**src/rtl/lbr_pkg.sv**
```systemverilog
// Shared types, constants and helpers for the Bresenham line rasterizer.
package lbr_pkg;

  // Default coordinate width and command queue depth
  localparam int COORD_BITS_DEF  = 16;
  localparam int QUEUE_DEPTH_DEF = 4;

  // Configuration port shape and register indexes
  localparam int CFG_IDX_W  = 1;
  localparam int CFG_DATA_W = 13;
  localparam logic [CFG_IDX_W-1:0] REG_SURF_W = 1'd0;
  localparam logic [CFG_IDX_W-1:0] REG_SURF_H = 1'd1;

  // Surface size after reset
  localparam logic [CFG_DATA_W-1:0] SURF_W_RST = 13'd320;
  localparam logic [CFG_DATA_W-1:0] SURF_H_RST = 13'd200;

  // Input word modes
  localparam logic MODE_START = 1'b0;
  localparam logic MODE_STEP  = 1'b1;

  // Command queue status
  typedef struct packed {
    logic full;
    logic empty;
  } q_stat_t;

  // Stepper status
  typedef struct packed {
    logic active;
    logic pop_start;
    logic emit;
    logic emit_last;
  } bk_stat_t;

  // Rotate RGBA to ARGB: alpha byte moves to the top
  function automatic logic [31:0] rgba_to_argb(input logic [31:0] c);
    rgba_to_argb = {c[7:0], c[31:8]};
  endfunction

endpackage

```
**src/rtl/lbr_front.sv**
```systemverilog
// Front end: accepts input words, classifies them and precomputes line setup.
module lbr_front #(
  parameter int COORD_BITS = lbr_pkg::COORD_BITS_DEF,
  parameter int ENTRY_W    = 6 * COORD_BITS + 35
) (
  input  logic                in_valid_i,
  input  lbr_pkg::q_stat_t    q_stat_i,
  input  logic                mode_i,
  input  logic signed [15:0]  start_x_i,
  input  logic signed [15:0]  start_y_i,
  input  logic signed [15:0]  finish_x_i,
  input  logic signed [15:0]  finish_y_i,
  input  logic        [31:0]  color_rgba_i,
  output logic                push_o,
  output logic [ENTRY_W-1:0]  entry_o
);

  localparam int CW = COORD_BITS;

  logic                is_start;
  logic signed [CW-1:0] x1, y1, x2, y2;
  logic signed [CW:0]   diff_x, diff_y;
  logic        [CW-1:0] dx, dy;
  logic                sx, sy;

  // Take the low coordinate bits as signed values
  assign x1 = $signed(start_x_i[CW-1:0]);
  assign y1 = $signed(start_y_i[CW-1:0]);
  assign x2 = $signed(finish_x_i[CW-1:0]);
  assign y2 = $signed(finish_y_i[CW-1:0]);

  // Signed spans, one bit wider so they never wrap
  assign diff_x = $signed({x2[CW-1], x2}) - $signed({x1[CW-1], x1});
  assign diff_y = $signed({y2[CW-1], y2}) - $signed({y1[CW-1], y1});

  // Magnitudes and step directions (step down unless start is below end)
  always_comb begin
    dx = diff_x[CW] ? CW'(-diff_x) : diff_x[CW-1:0];
    dy = diff_y[CW] ? CW'(-diff_y) : diff_y[CW-1:0];
    sx = diff_x[CW] || (diff_x == '0);
    sy = diff_y[CW] || (diff_y == '0);
  end

  assign is_start = (mode_i == lbr_pkg::MODE_START);

  // Push every accepted word into the queue
  assign push_o  = in_valid_i && !q_stat_i.full;
  assign entry_o = {is_start, x1, y1, x2, y2, dx, dy, sx, sy, color_rgba_i};

endmodule

```
**src/rtl/lbr_fifo.sv**
```systemverilog
// Short command queue between the front end and the stepper.
module lbr_fifo #(
  parameter int WIDTH = 8,
  parameter int DEPTH = lbr_pkg::QUEUE_DEPTH_DEF
) (
  input  logic              clk_i,
  input  logic              rst_ni,
  input  logic              push_i,
  input  logic [WIDTH-1:0]  wdata_i,
  input  logic              pop_i,
  output logic [WIDTH-1:0]  rdata_o,
  output lbr_pkg::q_stat_t  stat_o
);

  localparam int PTR_W = (DEPTH > 1) ? $clog2(DEPTH) : 1;
  localparam int CNT_W = $clog2(DEPTH + 1);

  logic [WIDTH-1:0] slot_q [DEPTH];
  logic [PTR_W-1:0] wr_ptr_q, wr_ptr_d;
  logic [PTR_W-1:0] rd_ptr_q, rd_ptr_d;
  logic [CNT_W-1:0] count_q, count_d;
  logic             do_push, do_pop;

  assign stat_o.full  = (count_q == CNT_W'(DEPTH));
  assign stat_o.empty = (count_q == '0);

  assign do_push = push_i && !stat_o.full;
  assign do_pop  = pop_i && !stat_o.empty;

  // Advance pointers with wrap, track fill level
  always_comb begin
    wr_ptr_d = wr_ptr_q;
    rd_ptr_d = rd_ptr_q;
    count_d  = count_q;
    if (do_push) begin
      wr_ptr_d = (wr_ptr_q == PTR_W'(DEPTH - 1)) ? '0 : wr_ptr_q + PTR_W'(1);
    end
    if (do_pop) begin
      rd_ptr_d = (rd_ptr_q == PTR_W'(DEPTH - 1)) ? '0 : rd_ptr_q + PTR_W'(1);
    end
    case ({do_push, do_pop})
      2'b10:   count_d = count_q + CNT_W'(1);
      2'b01:   count_d = count_q - CNT_W'(1);
      default: count_d = count_q;
    endcase
  end

  always_ff @(posedge clk_i or negedge rst_ni) begin
    if (!rst_ni) begin
      wr_ptr_q <= '0;
      rd_ptr_q <= '0;
      count_q  <= '0;
    end else begin
      wr_ptr_q <= wr_ptr_d;
      rd_ptr_q <= rd_ptr_d;
      count_q  <= count_d;
    end
  end

  // Store the pushed word
  always_ff @(posedge clk_i) begin
    if (do_push) begin
      slot_q[wr_ptr_q] <= wdata_i;
    end
  end

  assign rdata_o = slot_q[rd_ptr_q];

endmodule

```
**src/rtl/lbr_back.sv**
```systemverilog
// Stepper: holds the active line, runs the error rule and drives the output register.
module lbr_back #(
  parameter int COORD_BITS = lbr_pkg::COORD_BITS_DEF,
  parameter int ENTRY_W    = 6 * COORD_BITS + 35
) (
  input  logic                               clk_i,
  input  logic                               rst_ni,
  input  lbr_pkg::q_stat_t                   q_stat_i,
  input  logic [ENTRY_W-1:0]                 head_i,
  output logic                               pop_o,
  input  logic [lbr_pkg::CFG_DATA_W-1:0]     surf_w_i,
  input  logic [lbr_pkg::CFG_DATA_W-1:0]     surf_h_i,
  output lbr_pkg::bk_stat_t                  stat_o,
  output logic                               out_valid_o,
  input  logic                               out_stall_i,
  output logic signed [15:0]                 pixel_x_o,
  output logic signed [15:0]                 pixel_y_o,
  output logic                               inside_res_o,
  output logic        [31:0]                 pixel_argb_o,
  output logic                               last_o
);

  localparam int CW  = COORD_BITS;
  localparam int EW  = CW + 2;
  localparam int E2W = CW + 3;
  localparam int XW  = 17;

  // Unpacked queue head
  logic                 h_start;
  logic signed [CW-1:0] h_x1, h_y1, h_x2, h_y2;
  logic        [CW-1:0] h_dx, h_dy;
  logic                 h_sx, h_sy;
  logic        [31:0]   h_color;

  assign {h_start, h_x1, h_y1, h_x2, h_y2, h_dx, h_dy, h_sx, h_sy, h_color} = head_i;

  // Line state
  logic signed [CW-1:0] cur_x_q, cur_x_d, cur_y_q, cur_y_d;
  logic signed [CW-1:0] tgt_x_q, tgt_x_d, tgt_y_q, tgt_y_d;
  logic        [CW-1:0] dx_q, dx_d, dy_q, dy_d;
  logic signed [EW-1:0] err_q, err_d;
  logic                 sx_q, sx_d, sy_q, sy_d;
  logic        [31:0]   color_q, color_d;
  logic                 active_q, active_d;
  logic                 out_valid_q, out_valid_d;

  // Output payload
  logic signed [15:0]   px_q, px_d, py_q, py_d;
  logic                 inside_q, inside_d;
  logic        [31:0]   argb_q, argb_d;
  logic                 last_q, last_d;

  logic                 can_load, pop, emit, at_end, step_x, step_y;
  logic signed [E2W-1:0] e2, err_ext, err_next;
  logic signed [XW-1:0]  xe, ye;

  always_comb begin
    cur_x_d  = cur_x_q;
    cur_y_d  = cur_y_q;
    tgt_x_d  = tgt_x_q;
    tgt_y_d  = tgt_y_q;
    dx_d     = dx_q;
    dy_d     = dy_q;
    err_d    = err_q;
    sx_d     = sx_q;
    sy_d     = sy_q;
    color_d  = color_q;
    active_d = active_q;
    out_valid_d = out_valid_q;

    // Pop one word whenever the output register can take a result
    can_load = !out_valid_q || !out_stall_i;
    pop      = !q_stat_i.empty && can_load;
    emit     = pop && !h_start && active_q;
    at_end   = (cur_x_q == tgt_x_q) && (cur_y_q == tgt_y_q);

    // Error rule on the doubled error term
    e2       = $signed({err_q, 1'b0});
    err_ext  = E2W'(err_q);
    step_x   = e2 > -$signed({3'b000, dy_q});
    step_y   = e2 < $signed({3'b000, dx_q});
    err_next = err_ext - (step_x ? $signed({3'b000, dy_q}) : '0)
                       + (step_y ? $signed({3'b000, dx_q}) : '0);

    // Clip test against the surface
    xe       = XW'(cur_x_q);
    ye       = XW'(cur_y_q);
    inside_d = !cur_x_q[CW-1] && (xe < $signed({4'b0000, surf_w_i})) &&
               !cur_y_q[CW-1] && (ye < $signed({4'b0000, surf_h_i}));
    px_d     = 16'(cur_x_q);
    py_d     = 16'(cur_y_q);
    argb_d   = lbr_pkg::rgba_to_argb(color_q);
    last_d   = at_end;

    if (pop && h_start) begin
      // Load a new line, replacing any active one
      cur_x_d  = h_x1;
      cur_y_d  = h_y1;
      tgt_x_d  = h_x2;
      tgt_y_d  = h_y2;
      dx_d     = h_dx;
      dy_d     = h_dy;
      err_d    = $signed({2'b00, h_dx}) - $signed({2'b00, h_dy});
      sx_d     = h_sx;
      sy_d     = h_sy;
      color_d  = h_color;
      active_d = 1'b1;
    end else if (emit) begin
      if (at_end) begin
        active_d = 1'b0;
      end else begin
        err_d = err_next[EW-1:0];
        if (step_x) begin
          cur_x_d = sx_q ? cur_x_q - CW'(1) : cur_x_q + CW'(1);
        end
        if (step_y) begin
          cur_y_d = sy_q ? cur_y_q - CW'(1) : cur_y_q + CW'(1);
        end
      end
    end

    // Output register: refill when free or taken
    if (can_load) begin
      out_valid_d = emit;
    end
  end

  always_ff @(posedge clk_i or negedge rst_ni) begin
    if (!rst_ni) begin
      cur_x_q     <= '0;
      cur_y_q     <= '0;
      tgt_x_q     <= '0;
      tgt_y_q     <= '0;
      dx_q        <= '0;
      dy_q        <= '0;
      err_q       <= '0;
      sx_q        <= 1'b0;
      sy_q        <= 1'b0;
      color_q     <= '0;
      active_q    <= 1'b0;
      out_valid_q <= 1'b0;
    end else begin
      cur_x_q     <= cur_x_d;
      cur_y_q     <= cur_y_d;
      tgt_x_q     <= tgt_x_d;
      tgt_y_q     <= tgt_y_d;
      dx_q        <= dx_d;
      dy_q        <= dy_d;
      err_q       <= err_d;
      sx_q        <= sx_d;
      sy_q        <= sy_d;
      color_q     <= color_d;
      active_q    <= active_d;
      out_valid_q <= out_valid_d;
    end
  end

  // Load the result payload only on emit
  always_ff @(posedge clk_i) begin
    if (emit) begin
      px_q     <= px_d;
      py_q     <= py_d;
      inside_q <= inside_d;
      argb_q   <= argb_d;
      last_q   <= last_d;
    end
  end

  assign pop_o        = pop;
  assign out_valid_o  = out_valid_q;
  assign pixel_x_o    = px_q;
  assign pixel_y_o    = py_q;
  assign inside_res_o = inside_q;
  assign pixel_argb_o = argb_q;
  assign last_o       = last_q;

  assign stat_o.active    = active_q;
  assign stat_o.pop_start = pop && h_start;
  assign stat_o.emit      = emit;
  assign stat_o.emit_last = emit && at_end;

endmodule

```
**src/rtl/bresenham_line_raster.sv**
```systemverilog
// Top level of the Bresenham line rasterizer: config registers, front end, queue, stepper.
//
//  channel  | handshake              | word
//  ---------+------------------------+------------------------------------------------
//  input    | in_valid_i / in_stall_o | mode, start/finish x/y, color_rgba
//  output   | out_valid_o / out_stall_i | pixel_x/y, inside_res, pixel_argb, last
//  config   | cfg_we_i               | cfg_idx_i selects register, cfg_wdata_i data
//
// One word is accepted per cycle while the command queue has room; the stepper
// pops one word per cycle while the output is not stalled, so one pixel leaves per
// cycle at full rate. A step word is written into the queue, popped by the stepper
// and then held in the output register; words queued ahead of it are popped first.
// The stepper's error update, made once per step word, sets the rate; the queue holds
// QUEUE_DEPTH words so each side can stall on its own.
// Reset clears the queue, the line state (no line active) and sets the surface to 320x200.
module bresenham_line_raster #(
  parameter int COORD_BITS  = lbr_pkg::COORD_BITS_DEF,
  parameter int QUEUE_DEPTH = lbr_pkg::QUEUE_DEPTH_DEF
) (
  input  logic                              clk_i,
  input  logic                              rst_ni,
  input  logic                              cfg_we_i,
  input  logic [lbr_pkg::CFG_IDX_W-1:0]     cfg_idx_i,
  input  logic [lbr_pkg::CFG_DATA_W-1:0]    cfg_wdata_i,
  input  logic                              in_valid_i,
  output logic                              in_stall_o,
  input  logic                              mode_i,
  input  logic signed [15:0]                start_x_i,
  input  logic signed [15:0]                start_y_i,
  input  logic signed [15:0]                finish_x_i,
  input  logic signed [15:0]                finish_y_i,
  input  logic        [31:0]                color_rgba_i,
  output logic                              out_valid_o,
  input  logic                              out_stall_i,
  output logic signed [15:0]                pixel_x_o,
  output logic signed [15:0]                pixel_y_o,
  output logic                              inside_res_o,
  output logic        [31:0]                pixel_argb_o,
  output logic                              last_o
);

  localparam int ENTRY_W = 6 * COORD_BITS + 35;

  logic [lbr_pkg::CFG_DATA_W-1:0] surf_w_q, surf_h_q;
  lbr_pkg::q_stat_t               q_stat;
  lbr_pkg::bk_stat_t              bk_stat;
  logic                           q_push, q_pop;
  logic [ENTRY_W-1:0]             q_wdata, q_rdata;

  // Surface size registers
  always_ff @(posedge clk_i or negedge rst_ni) begin
    if (!rst_ni) begin
      surf_w_q <= lbr_pkg::SURF_W_RST;
      surf_h_q <= lbr_pkg::SURF_H_RST;
    end else if (cfg_we_i) begin
      case (cfg_idx_i)
        lbr_pkg::REG_SURF_W: surf_w_q <= cfg_wdata_i;
        lbr_pkg::REG_SURF_H: surf_h_q <= cfg_wdata_i;
        default: ;
      endcase
    end
  end

  assign in_stall_o = q_stat.full;

  lbr_front #(
    .COORD_BITS (COORD_BITS),
    .ENTRY_W    (ENTRY_W)
  ) u_front (
    .in_valid_i   (in_valid_i),
    .q_stat_i     (q_stat),
    .mode_i       (mode_i),
    .start_x_i    (start_x_i),
    .start_y_i    (start_y_i),
    .finish_x_i   (finish_x_i),
    .finish_y_i   (finish_y_i),
    .color_rgba_i (color_rgba_i),
    .push_o       (q_push),
    .entry_o      (q_wdata)
  );

  lbr_fifo #(
    .WIDTH (ENTRY_W),
    .DEPTH (QUEUE_DEPTH)
  ) u_fifo (
    .clk_i   (clk_i),
    .rst_ni  (rst_ni),
    .push_i  (q_push),
    .wdata_i (q_wdata),
    .pop_i   (q_pop),
    .rdata_o (q_rdata),
    .stat_o  (q_stat)
  );

  lbr_back #(
    .COORD_BITS (COORD_BITS),
    .ENTRY_W    (ENTRY_W)
  ) u_back (
    .clk_i        (clk_i),
    .rst_ni       (rst_ni),
    .q_stat_i     (q_stat),
    .head_i       (q_rdata),
    .pop_o        (q_pop),
    .surf_w_i     (surf_w_q),
    .surf_h_i     (surf_h_q),
    .stat_o       (bk_stat),
    .out_valid_o  (out_valid_o),
    .out_stall_i  (out_stall_i),
    .pixel_x_o    (pixel_x_o),
    .pixel_y_o    (pixel_y_o),
    .inside_res_o (inside_res_o),
    .pixel_argb_o (pixel_argb_o),
    .last_o       (last_o)
  );

  // Queue is never both full and empty
  a_q_stat: assert property (@(posedge clk_i) disable iff (!rst_ni)
    !(q_stat.full && q_stat.empty))
    else $error("queue reports full and empty together");

  // An accepted word leaves the queue non-empty
  a_push_fill: assert property (@(posedge clk_i) disable iff (!rst_ni)
    (in_valid_i && !in_stall_o) |=> !q_stat.empty)
    else $error("accepted word lost from queue");

  // An emitted pixel shows up on the output
  a_emit_out: assert property (@(posedge clk_i) disable iff (!rst_ni)
    bk_stat.emit |=> out_valid_o)
    else $error("emitted pixel not presented");

  // A start word activates the line
  a_start_act: assert property (@(posedge clk_i) disable iff (!rst_ni)
    bk_stat.pop_start |=> bk_stat.active)
    else $error("start word did not activate line");

  // The end point ends the line
  a_last_end: assert property (@(posedge clk_i) disable iff (!rst_ni)
    bk_stat.emit_last |=> !bk_stat.active)
    else $error("line still active after end point");

endmodule
```
**config.mk**
```make
export PLATFORM = sky130hd
export DESIGN_NAME = bresenham_line_raster
export DESIGN_NICKNAME = d
export VERILOG_FILES = /design/src/rtl/lbr_pkg.sv /design/src/rtl/lbr_front.sv /design/src/rtl/lbr_fifo.sv /design/src/rtl/lbr_back.sv /design/src/rtl/bresenham_line_raster.sv
export SDC_FILE = /design/constraint.sdc
export NUM_CORES = 1
export LEC_CHECK = 0
export BUFFER_PORTS_ARGS = -buffer_cell sky130_fd_sc_hd__buf_2
export CELL_PAD_IN_SITES_DETAIL_PLACEMENT = 1
export CELL_PAD_IN_SITES_GLOBAL_PLACEMENT = 2
export CORE_ASPECT_RATIO = 0.7
export CORE_UTILIZATION = 37
export DETAILED_ROUTE_END_ITERATION = 6
export PLACE_DENSITY_LB_ADDON = 0.1
export RECOVER_POWER = 25
export SLEW_MARGIN = 20
export SYNTH_ARGS = -nofsm -noshare
export SYNTH_HDL_FRONTEND = slang
export SYNTH_SLANG_ARGS = --single-unit
```
**constraint.sdc**
```tcl
create_clock -name clk_i -period 7.5 [get_ports clk_i]
set_input_delay 1.125 -clock clk_i [delete_from_list [all_inputs] [get_ports clk_i]]
set_output_delay 1.125 -clock clk_i [all_outputs]
set_load 0.01 [all_outputs]
```
==> flow_summary.json, run 1 <==
{
  "status": "completed",
  "die_w_um": 373.4,
  "fin_crit_sh_pct": 89.65,
  "final_nets": 3062,
  "grt_pass1_vias": 22270,
  "final_antenna_net_count": 0,
  "rsz0062_at_grt": "false",
  "crit_path_start": "u_back.dy_q[4]$_DFFE_PN0P_",
  "hold_class": "reg -> reg",
  "wl_per_cell_um": 24.73,
  "drt-initial-drc-count": 1652,
  "grtUsageTotal_pct": 20.65,
  "die_h_um": 262.0,
  "synth_area_leaders": "edfxtp_1, dfrtp_1, mux4_2",
  "drive_gt1_share_pct": 15.05,
  "arrival_ns": 7.31,
  "place_ws_ns": 0.7236,
  "grt-ovfl-total": 0,
  "leakagePower_uw": 0.01574,
  "postCtsSetupBuffers": 0,
  "place_congestion": 0.8287,
  "dr.pass1.iters": 5,
  "maxSlewHeadroom_pct": 28.45,
  "area_delta_synth_final_pct": 14.47,
  "ys_ff_latch": 773,
  "ys_warn_count": 0,
  "routed_wl_mm": 100.9,
  "cp-start-kind": "register",
  "ir_drop_mv": 0.2469,
  "max-cap-violations": 0,
  "setup_tns_ns": 0,
  "hold_ws_ns": 0.4465,
  "coreArea_um2": 94800,
  "clock_skew_ns": 0.04811,
  "power_density_nw_per_um2": 507.3,
  "clkSinkCount": 773,
  "syn-instance-count": 2551,
  "setup-violations-final": 0,
  "timing.rr.start": "u_back.dy_q[4]$_DFFE_PN0P_",
  "grt_pass1_wl_mm": 148.5,
  "synth-edff-count": 590,
  "finalInstanceArea_um2": 40890,
  "h-tree-depth": 3,
  "vias": 21510,
  "placedInstanceArea_um2": 38200,
  "max_freq_ghz": 0.1487,
  "avgSynthCellArea_um2": 14.00,
  "clock_path_buffers": 3,
  "drv_slew": 0,
  "core.rowCount": 94,
  "die-area_um2": 97810,
  "yosysSeqAreaShare_pct": 62.43,
  "syn_area_um2": 35720,
  "grt_max_degree": 122,
  "via_per_inst": 5.271,
  "crit_fanout": 5,
  "start_util_pct": 37.68,
  "final_hold_viol_count": 0,
  "holdBufCountCts": 0,
  "hpwl_mm": 70.65,
  "holdCritStartpoint": "u_back.color_q[7]$_DFFE_PN0P_",
  "antenna_found_initial": 13,
  "crit_required_ns": 8.09,
  "io_buffers": 183,
  "yosysTopAreaCell": "edfxtp_1",
  "yosys.area.top_type_share_pct": 49.60,
  "ys.flop_type": "edfxtp_1",
  "synth_nets": 2850,
  "cts-root-buf": "clkbuf_16",
  "clkTransAtPathRegs_ns": 0.06,
  "io-pin-count": 184,
  "setup_ws_ns": 0.7764,
  "drc": 0,
  "min_period_ns": 6.724,
  "worst-setup-path-type": "reg -> reg",
  "total_power_uw": 20740,
  "tightest_slew_ns": 1.073,
  "numCtsBuffers": 80,
  "clk_latency_ns": 0.69,
  "cts_tree": "built",
  "postSynth.asyncResetShare_pct": 23.67,
  "cts_resized": 0,
  "synthDistinctLibCells": 73,
  "setup.worst_path.end_class": "register"
}
worst max-delay path: stages (launching register included):
cell	delay [ns]
dfrtp_1	0.43
nor4_1	0.41
nand3_1	0.23
nor3_1	0.49
nand2_1	0.17
xnor2_1	0.16
ha_1	0.29
nand4_1	0.13
nor4_1	0.35
o21ai_0	0.17
nand2_1	0.10
a211oi_1	0.05
xnor2_1	0.40
nor3_1	0.16
fa_1	0.59
inv_1	0.06
ha_1	0.29
a21o_1	0.17
a21o_1	0.21
a2111oi_0	0.51
buf_4	0.22
o21a_1	0.18
o211ai_1	0.21
a21bo_2	0.27
xnor2_1	0.14
a21oi_1	0.09
a31oi_1	0.18
placed cells by master, fill, tap and decap left out, drive strengths merged, types with 19 or more instances in the layout:
cell type	netlist	routed
xor2	71	71
xnor2	79	79
mux2i	30	30
nor2	90	90
a21oi	92	92
inv	174	176
nand2	342	342
a21o	41	41
mux2	20	20
nor3	28	28
ha	161	161
edfxtp	590	590
nand3	19	19
fa	22	22
clkinv	0	27
and2	23	23
nor2b	31	31
clkbuf	56	198
o21ai	146	146
buf	24	117
mux4	131	131
dfrtp	178	178
path summary, 6_finish.rpt:
path	end	slack, ns	cells past startpoint
worst min register to register	u_back.pixel_argb_o[31]$_DFFE_PP_	0.45	0
worst min-delay path	u_back.pixel_argb_o[31]$_DFFE_PP_	0.45	0
worst max-delay path	u_back.err_q[17]$_DFFE_PN0P_	0.78	26
worst max register to register	u_back.err_q[17]$_DFFE_PN0P_	0.78	26
max in group asynchronous	u_fifo.rd_ptr_q[1]$_DFFE_PN0P_	5.50	2
min in group asynchronous	u_back.color_q[1]$_DFFE_PN0P_	0.50	1
synthesized netlist by cell type (56+ instances only):
library cell  number
o21ai_0          143
edfxtp_1         590
mux4_2           131
nor2_1            90
dfrtp_1          178
xnor2_1           79
inv_1            174
nand2_1          342
a21oi_1           91
ha_1             161
clkbuf_1          56
xor2_1            70
kinds of logic after synthesis:
group / count (synthesis) / share of synthesized area [%]
XOR/XNOR: 150 / 3.699
buffers and inverters: 254 / 2.725
AO/OA/AOI/OAI: 390 / 6.746
adder cells (fa/ha/maj): 183 / 6.872
AND/OR/NAND/NOR: 620 / 7.793
multiplexers: 181 / 9.730
flip-flops: 773 / 62.43
per-layer routing:
metal  share of wire (%)  track usage [%]
met1                  52            32.80
met2                  41            29.19
met3                 5.3            3.933
met4                 1.5            3.909
met5                   0                0
area by class of cell:
class | count | area [um^2]
Clock buffer | 105 | 2167
Inverter | 174 | 653.1
Clock inverter | 44 | 625.6
Timing Repair Buffer | 210 | 1075
Sequential cell | 773 | 22310
Tap cell | 1248 | 1562
Antenna cell | 3 | 7.507
Multi-Input combinational cell | 1524 | 12490
Fill cell | 9671 | 53910
registers in the layout, summed over array words and instances, names as in the netlist, 2 cells and up:
name / cells
u_fifo.count_q: 3
u_back.pixel_x_o: 16
u_fifo.wr_ptr_q: 2
u_back.dx_q: 16
u_back.pixel_y_o: 16
u_back.cur_y_q: 16
u_back.tgt_x_q: 16
u_fifo.slot_q: 524
u_back.pixel_argb_o: 32
u_fifo.rd_ptr_q: 2
surf_h_q: 13
u_back.err_q: 18
u_back.cur_x_q: 16
u_back.dy_q: 16
surf_w_q: 13
u_back.color_q: 32
u_back.tgt_y_q: 16
report_power, final:
part	internal, uW	leakage, uW	switching [uW]	total, uW
logic	3730	0.00676	5760	9490
registers	6130	0.00764	923	7050
clock network	2420	0.00134	1780	4200
total	12300	0.0157	8460	20700
stage by stage:
stage	util, %	instances
6_report	43.13	4081
2_1_floorplan	-	2551
3_5_place_dp	40.30	3929
3_3_place_gp	40.30	3929
5_1_grt	43.13	4078
4_1_cts	43.24	4078
Note: power is estimated with default switching activity, not from simulation.
==> run 2: changes to the inputs <==
ABC_AREA = 1   (was not set)
==> run 2 against run 1 <==
Net effect:
- first-iteration DRC count is 5.1% higher
- synthesized area is 6.1% higher
- combinational power increased by 17%
- sequential power is 1% higher
- utilization is 0.55 points lower
- register-to-register slack gained 0.55 ns
- die area increased by 6.1%
- largest cell class unchanged
==> flow_summary.json, run 2 <==
{
  "synthMuxAreaShare_pct": 0,
  "place_ws_ns": 1.432,
  "die_h_um": 269.8,
  "status": "completed",
  "clock_path_buffers": 3,
  "p_int_uw": 11920,
  "crit_fanout": 15,
  "ys_warn_count": 0,
  "max_freq_ghz": 0.1620,
  "clock_skew_ns": 0.05334,
  "final_antenna_net_count": 0,
  "postSynth.asyncResetShare_pct": 23.67,
  "postLayoutCoreUtil_pct": 42.58,
  "p_sw_uw": 10530,
  "post_synth_and_or_nand_nor_area_fraction_pct": 17.40,
  "cts_resized": 0,
  "largest_reg_flops": 524,
  "switching_share_pct": 46.90,
  "crit_top_cell": "nand2_1",
  "dr.pass1.iters": 5,
  "maxSlewHeadroom_pct": 35.57,
  "leakagePower_uw": 0.01765,
  "crit_required_ns": 8.09,
  "die_w_um": 384.6,
  "setup-violations-final": 0,
  "grtUsageTotal_pct": 23.60,
  "routed_wl_mm": 121.6,
  "clkPwrFrac_pct": 18.7,
  "drive_gt1_share_pct": 7.195,
  "synth-compound-area-share_pct": 10.03,
  "grt_max_degree": 110,
  "drc": 0,
  "synth_most_common_cell": "nand2_1",
  "ys.flop_type": "edfxtp_1",
  "synth_nets": 4139,
  "synthTopCellsByCount": "nand2_1, edfxtp_1, nor2_1",
  "avgSynthCellArea_um2": 9.871,
  "p_seq_share_pct": 31.8,
  "cp_slowest_stage_delay_ns": 0.54,
  "yosysTopAreaCell": "edfxtp_1",
  "die-area_um2": 103800,
  "core.rowCount": 97,
  "coreArea_um2": 100700,
  "drt-initial-drc-count": 1737,
  "io-pin-count": 184,
  "postCtsSetupBuffers": 0,
  "grt-ovfl-total": 0,
  "h-tree-depth": 3,
  "hold_class": "in -> async",
  "start_util_pct": 37.63,
  "tightest_slew_ns": 0.9664,
  "clkSinkCount": 773,
  "slowest_stage": "o21ai_0",
  "top_register": "u_fifo.slot_q",
  "via_per_inst": 5.163,
  "grt_pass1_wl_mm": 183.2,
  "fin_crit_sh_pct": 82.29,
  "wl_per_cell_um": 22.48,
  "final_cell_mix": "nand2_1, edfxtp_1, nor2_1",
  "min_period_ns": 6.172,
  "max-cap-violations": 0,
  "io_buffers": 183,
  "cp-start-kind": "register",
  "synth_top_family_by_area": "simple AND/OR/NAND/NOR gates",
  "ys_ff_latch": 773,
  "syn_area_um2": 37910,
  "synth_area_leaders": "edfxtp_1, dfrtp_1, nand2_1",
  "area_delta_synth_final_pct": 13.15,
  "grt_pass1_vias": 28010,
  "rsz0062_at_grt": "false",
  "power_density_nw_per_um2": 523.3,
  "syn-instance-count": 3840,
  "synth_fa_ha_area_share_pct": 6.476,
  "final_nets": 4300,
  "cts-root-buf": "clkbuf_16",
  "clk_latency_ns": 0.70,
  "place_congestion": 0.8502,
  "p_comb_share_pct": 49.5,
  "drv_slew": 0,
  "setup.worst_path.end_class": "register",
  "holdBufCountCts": 0,
  "vias": 27940,
  "worst-setup-path-type": "reg -> reg",
  "clkTransAtPathRegs_ns": 0.06,
  "yosysSeqAreaShare_pct": 58.84,
  "synth_xor_area_share_pct": 2.056,
  "yosys.area.top_type_share_pct": 46.74,
  "antenna_found_initial": 10,
  "arrival_ns": 6.77,
  "cts_tree": "built",
  "synth-edff-count": 590,
  "hpwl_mm": 84.96,
  "final_hold_viol_count": 0,
  "layout_commonest_cell": "nand2_1",
  "numCtsBuffers": 83,
  "ir_drop_mv": 0.2780,
  "setup_ws_ns": 1.328,
  "synthDistinctLibCells": 51
}
## run 2: changes by cell type after synthesis, sizes merged, moves of 31 or more
| cell | previous run | this run |
|---|---|---|
| a21oi | 92 | 148 |
| nor2 | 90 | 566 |
| xnor2 | 79 | 20 |
| o22ai | 0 | 47 |
| nor2b | 31 | 0 |
| inv | 174 | 352 |
| o21ai | 146 | 375 |
| a31oi | 12 | 62 |
| mux4 | 131 | 0 |
| nand2 | 342 | 800 |
| nand3 | 19 | 167 |
## run 2: kinds of logic after synthesis
group / after synthesis
AOI/OAI and AO/OA: 686
xor gates and xnor gates: 89
adders and majority gates: 183
buffers and inverters: 490
DFF: 773
and+or+nand+nor: 1619
## run 2: metal layers
layer  GRT usage, %  wire [um]  part of all wire, %
met5              0         50                0.041
met4          4.355       1749                  1.4
met3          4.961       7385                  6.1
met2          31.87      47280                   39
met1          38.26      65180                   54
## run 2: final cells by class
type	instances	area (um^2)
Inverter	352	1339
Antenna cell	3	7.507
Clock inverter	40	471.7
Clock buffer	116	2321
Tap cell	1336	1672
Sequential cell	773	22310
Multi-Input combinational cell	2577	13660
Fill cell	11380	57840
Timing Repair Buffer	214	1107
## run 2: worst max-delay path: cells and delay by family, from the launching register on
family / cells / cell delay [ns]
flops: 1 / 0.37
fa+ha+maj: 4 / 1.52
buf+inv: 1 / 0.14
simple gates: 22 / 3.27
compound gates: 2 / 0.70
xor+xnor: 1 / 0.10
## run 2: final timing paths
kind	startpoint	to	depth (start not counted)	slack (ns)
worst max register to register	u_back.dy_q[0]$_DFFE_PN0P_	u_back.err_q[16]$_DFFE_PN0P_	30	1.33
min in group clk_i	u_back.color_q[14]$_DFFE_PN0P_	u_back.pixel_argb_o[6]$_DFFE_PP_	0	0.45
worst max-delay path	u_back.dy_q[0]$_DFFE_PN0P_	u_back.err_q[16]$_DFFE_PN0P_	30	1.33
max in group asynchronous	rst_ni	u_back.cur_y_q[13]$_DFFE_PN0P_	2	5.82
worst min register to register	u_back.color_q[14]$_DFFE_PN0P_	u_back.pixel_argb_o[6]$_DFFE_PP_	0	0.45
worst min-delay path	rst_ni	surf_w_q[11]$_DFFE_PN0P_	1	0.45
## run 2: metrics by stage
stage	instance area [um^2]	TNS [ns]	power, uW	instances	hold WS [ns]
finish	42890	0	22450	5411	0.4453
global route	42880	0	24220	5408	0.4538
CTS	43000	0	22590	5408	0.4371
detailed placement	40200	0	18280	5252	0.4346
global placement	40200	0	18150	5252	0.4308
floorplan	37910	-21.61	14390	3840	0.4256
## run 2: power by group through the flow
stage | Sequential [uW] | Clock, uW | Combinational [uW]
after floorplan | 6880 | 0 | 7510
final | 7140 | 4200 | 11100
after detailed placement | 7190 | 0 | 11100
after global routing | 7250 | 4440 | 12500
after global placement | 7170 | 0 | 11000
after CTS | 7120 | 4310 | 11200
==> run 3: changes to the inputs <==
clock period = 5.9 ns   (was 7.5 ns; I/O delays follow)
==> run 3 against run 2 <==
Net effect:
- cell count grew 0.13%
- critical path type unchanged
- clock-buffer cell count grew 8
- worst setup slack lost 0.89 ns
- the run now ends with design-rule violations, max-capacitance violations, max-slew violations left
- critical path depth grew 1
- die area is the same
- total power grew 28%
- clock power grew 30%
- register-to-register slack lost 0.89 ns
==> flow_summary.json, run 3 (same netlist as run 2, synthesis figures left out) <==
{
  "coreArea_um2": 100700,
  "clock_path_buffers": 3,
  "grt_pass1_wl_mm": 182.6,
  "antenna_found_initial": 3,
  "crit_fanout": 5,
  "final_antenna_net_count": 0,
  "r2r_end": "u_back.err_q[16]$_DFFE_PN0P_",
  "h-tree-depth": 3,
  "drive_gt1_share_pct": 7.455,
  "path_delay_family": "simple AND/OR/NAND/NOR gates",
  "crit_buf_inv": 3,
  "violations": "design-rule violations, max-capacitance violations, max-slew violations",
  "dpl.cell_count": 5258,
  "post_layout_nonfiller_instances": 5418,
  "top_register": "u_fifo.slot_q",
  "crit_top_cell": "nand2_1",
  "die-area_um2": 103800,
  "status": "finished with violations",
  "total_power_uw": 28800,
  "largest_reg_flops": 524,
  "hold_class": "reg -> reg",
  "rrSetupSlack_ns": 0.44,
  "worst-setup-path-type": "reg -> reg",
  "hpwl_mm": 85.32,
  "fin_crit_sh_pct": 92.52,
  "area_delta_synth_final_pct": 13.65,
  "crit_path_start": "u_back.dy_q[0]$_DFFE_PN0P_",
  "drc": 5,
  "rsz0062_at_grt": "true",
  "cp_slowest_stage_delay_ns": 0.49,
  "r2r_cells": 31,
  "numCtsBuffers": 82,
  "hold_ws_ns": 0.4477,
  "timing.rr.start": "u_back.dy_q[0]$_DFFE_PN0P_",
  "clkSinkCount": 773,
  "crit_cells": 31,
  "place_congestion": 0.8450,
  "tightest_slew_ns": 3.005,
  "grt_pass1_vias": 28050,
  "ir_drop_mv": 0.4381,
  "holdCritStartpoint": "u_back.color_q[25]$_DFFE_PN0P_",
  "power_density_nw_per_um2": 668.5,
  "die_w_um": 384.6,
  "start_util_pct": 37.63,
  "final_cell_mix": "nand2_1, edfxtp_1, nor2_1",
  "maxSlewHeadroom_pct": -100.3,
  "arrival_ns": 6.04,
  "vias": 27730,
  "cts-root-buf": "clkbuf_16",
  "grt_max_degree": 128,
  "regArea_um2": 22310,
  "endpoint": "u_back.err_q[16]$_DFFE_PN0P_",
  "dr.pass1.iters": 7,
  "layout_commonest_cell": "nand2_1",
  "drt-initial-drc-count": 1853,
  "drv_slew": 43,
  "slowest_stage": "fa_1",
  "io_buffers": 183,
  "final_nets": 4307,
  "setup-violations-final": 0,
  "fillers": 11330,
  "via_per_inst": 5.118,
  "max-cap-violations": 1,
  "leakagePower_uw": 0.01768,
  "cp-start-kind": "register",
  "clock_skew_ns": 0.04659,
  "min_period_ns": 5.458,
  "cts_tree": "built",
  "crit_required_ns": 6.48,
  "grtUsageTotal_pct": 23.57,
  "clkTransAtPathRegs_ns": 0.07,
  "routed_wl_mm": 121.0,
  "core.rowCount": 97,
  "wl_per_cell_um": 22.34,
  "clk_latency_ns": 0.68,
  "io-pin-count": 184,
  "setup_tns_ns": 0,
  "grt-ovfl-total": 0,
  "die_h_um": 269.8,
  "multi_input_area_um2": 13720,
  "setup.worst_path.end_class": "register",
  "max_freq_ghz": 0.1832,
  "final_hold_viol_count": 0
}
==> run 3: cell count changes in the layout (fill, tap and decap cells not counted), sizes merged <==
cell | previous run | this run
bufinv | 5 | 9
clkinvlp | 4 | 3
buf | 123 | 128
clkinv | 26 | 15
clkbuf | 207 | 218
diode | 3 | 4
inv | 357 | 355
==> run 3: worst register-to-register path, delay by kind of cell (launching register included) <==
| kind | cells | cell delay, ns |
|---|---|---|
| AOI/OAI and AO/OA | 2 | 0.35 |
| xor gates and xnor gates | 1 | 0.13 |
| adders and majority gates | 4 | 1.48 |
| buffers and inverters | 3 | 0.48 |
| DFF | 1 | 0.39 |
| and+or+nand+nor | 21 | 2.59 |
==> run 3: per-stage QoR <==
| step | setup WS, ns | util [%] | area (um^2) |
|---|---|---|---|
| floorplan | -1.401 | - | 37910 |
| global route | -0.04614 | 42.76 | 43070 |
| CTS | 0.1913 | 42.81 | 43120 |
| detailed placement | 0.2178 | 39.98 | 40270 |
| finish | 0.4416 | 42.77 | 43080 |
| global placement | 0.2618 | 39.98 | 40270 |
==> run 3: where the power goes <==
| part | switching [uW] | internal [uW] |
|---|---|---|
| Combinational | 9870 | 4480 |
| Clock | 2270 | 3180 |
| Sequential | 1220 | 7790 |
==> run 3: area by class of cell <==
type	count	share of cell area (%)
repair buffers	222	2.745
clock buffers	124	5.434
multi-input cells	2577	31.85
flip-flops and latches	773	51.79
clock inverters	30	1.173
diodes	4	0.02323
well taps	1336	3.880
inverters	352	3.108
==> run 3: what timing repair did <==
item	CTS	global route
hold buffers	0	0
resized for setup	0	20
setup endpoints to repair	0	14
setup buffers	0	2
==> run 3: worst min path at each step <==
stage	end	depth (start not counted)
floorplan	u_back.pixel_argb_o[0]$_DFFE_PP_	0
global placement	u_back.pixel_argb_o[9]$_DFFE_PP_	0
detailed placement	u_back.pixel_argb_o[18]$_DFFE_PP_	0
CTS	surf_h_q[2]$_DFFE_PN0P_	1
global route	u_fifo.slot_q[2][29]$_DFFE_PP_	1
finish	u_back.pixel_argb_o[17]$_DFFE_PP_	0
==> run 3: layer usage <==
layer  part of all wire, %  GRT usage, %  up-vias  wire, um
met1                    54         38.79    13710     65310
met2                    39         31.69      509     47150
li1                      -             -    13400         -
met4                   1.2         3.791        6      1486
met5                 0.028             0        -        34
met3                   5.8         4.561      105      7069
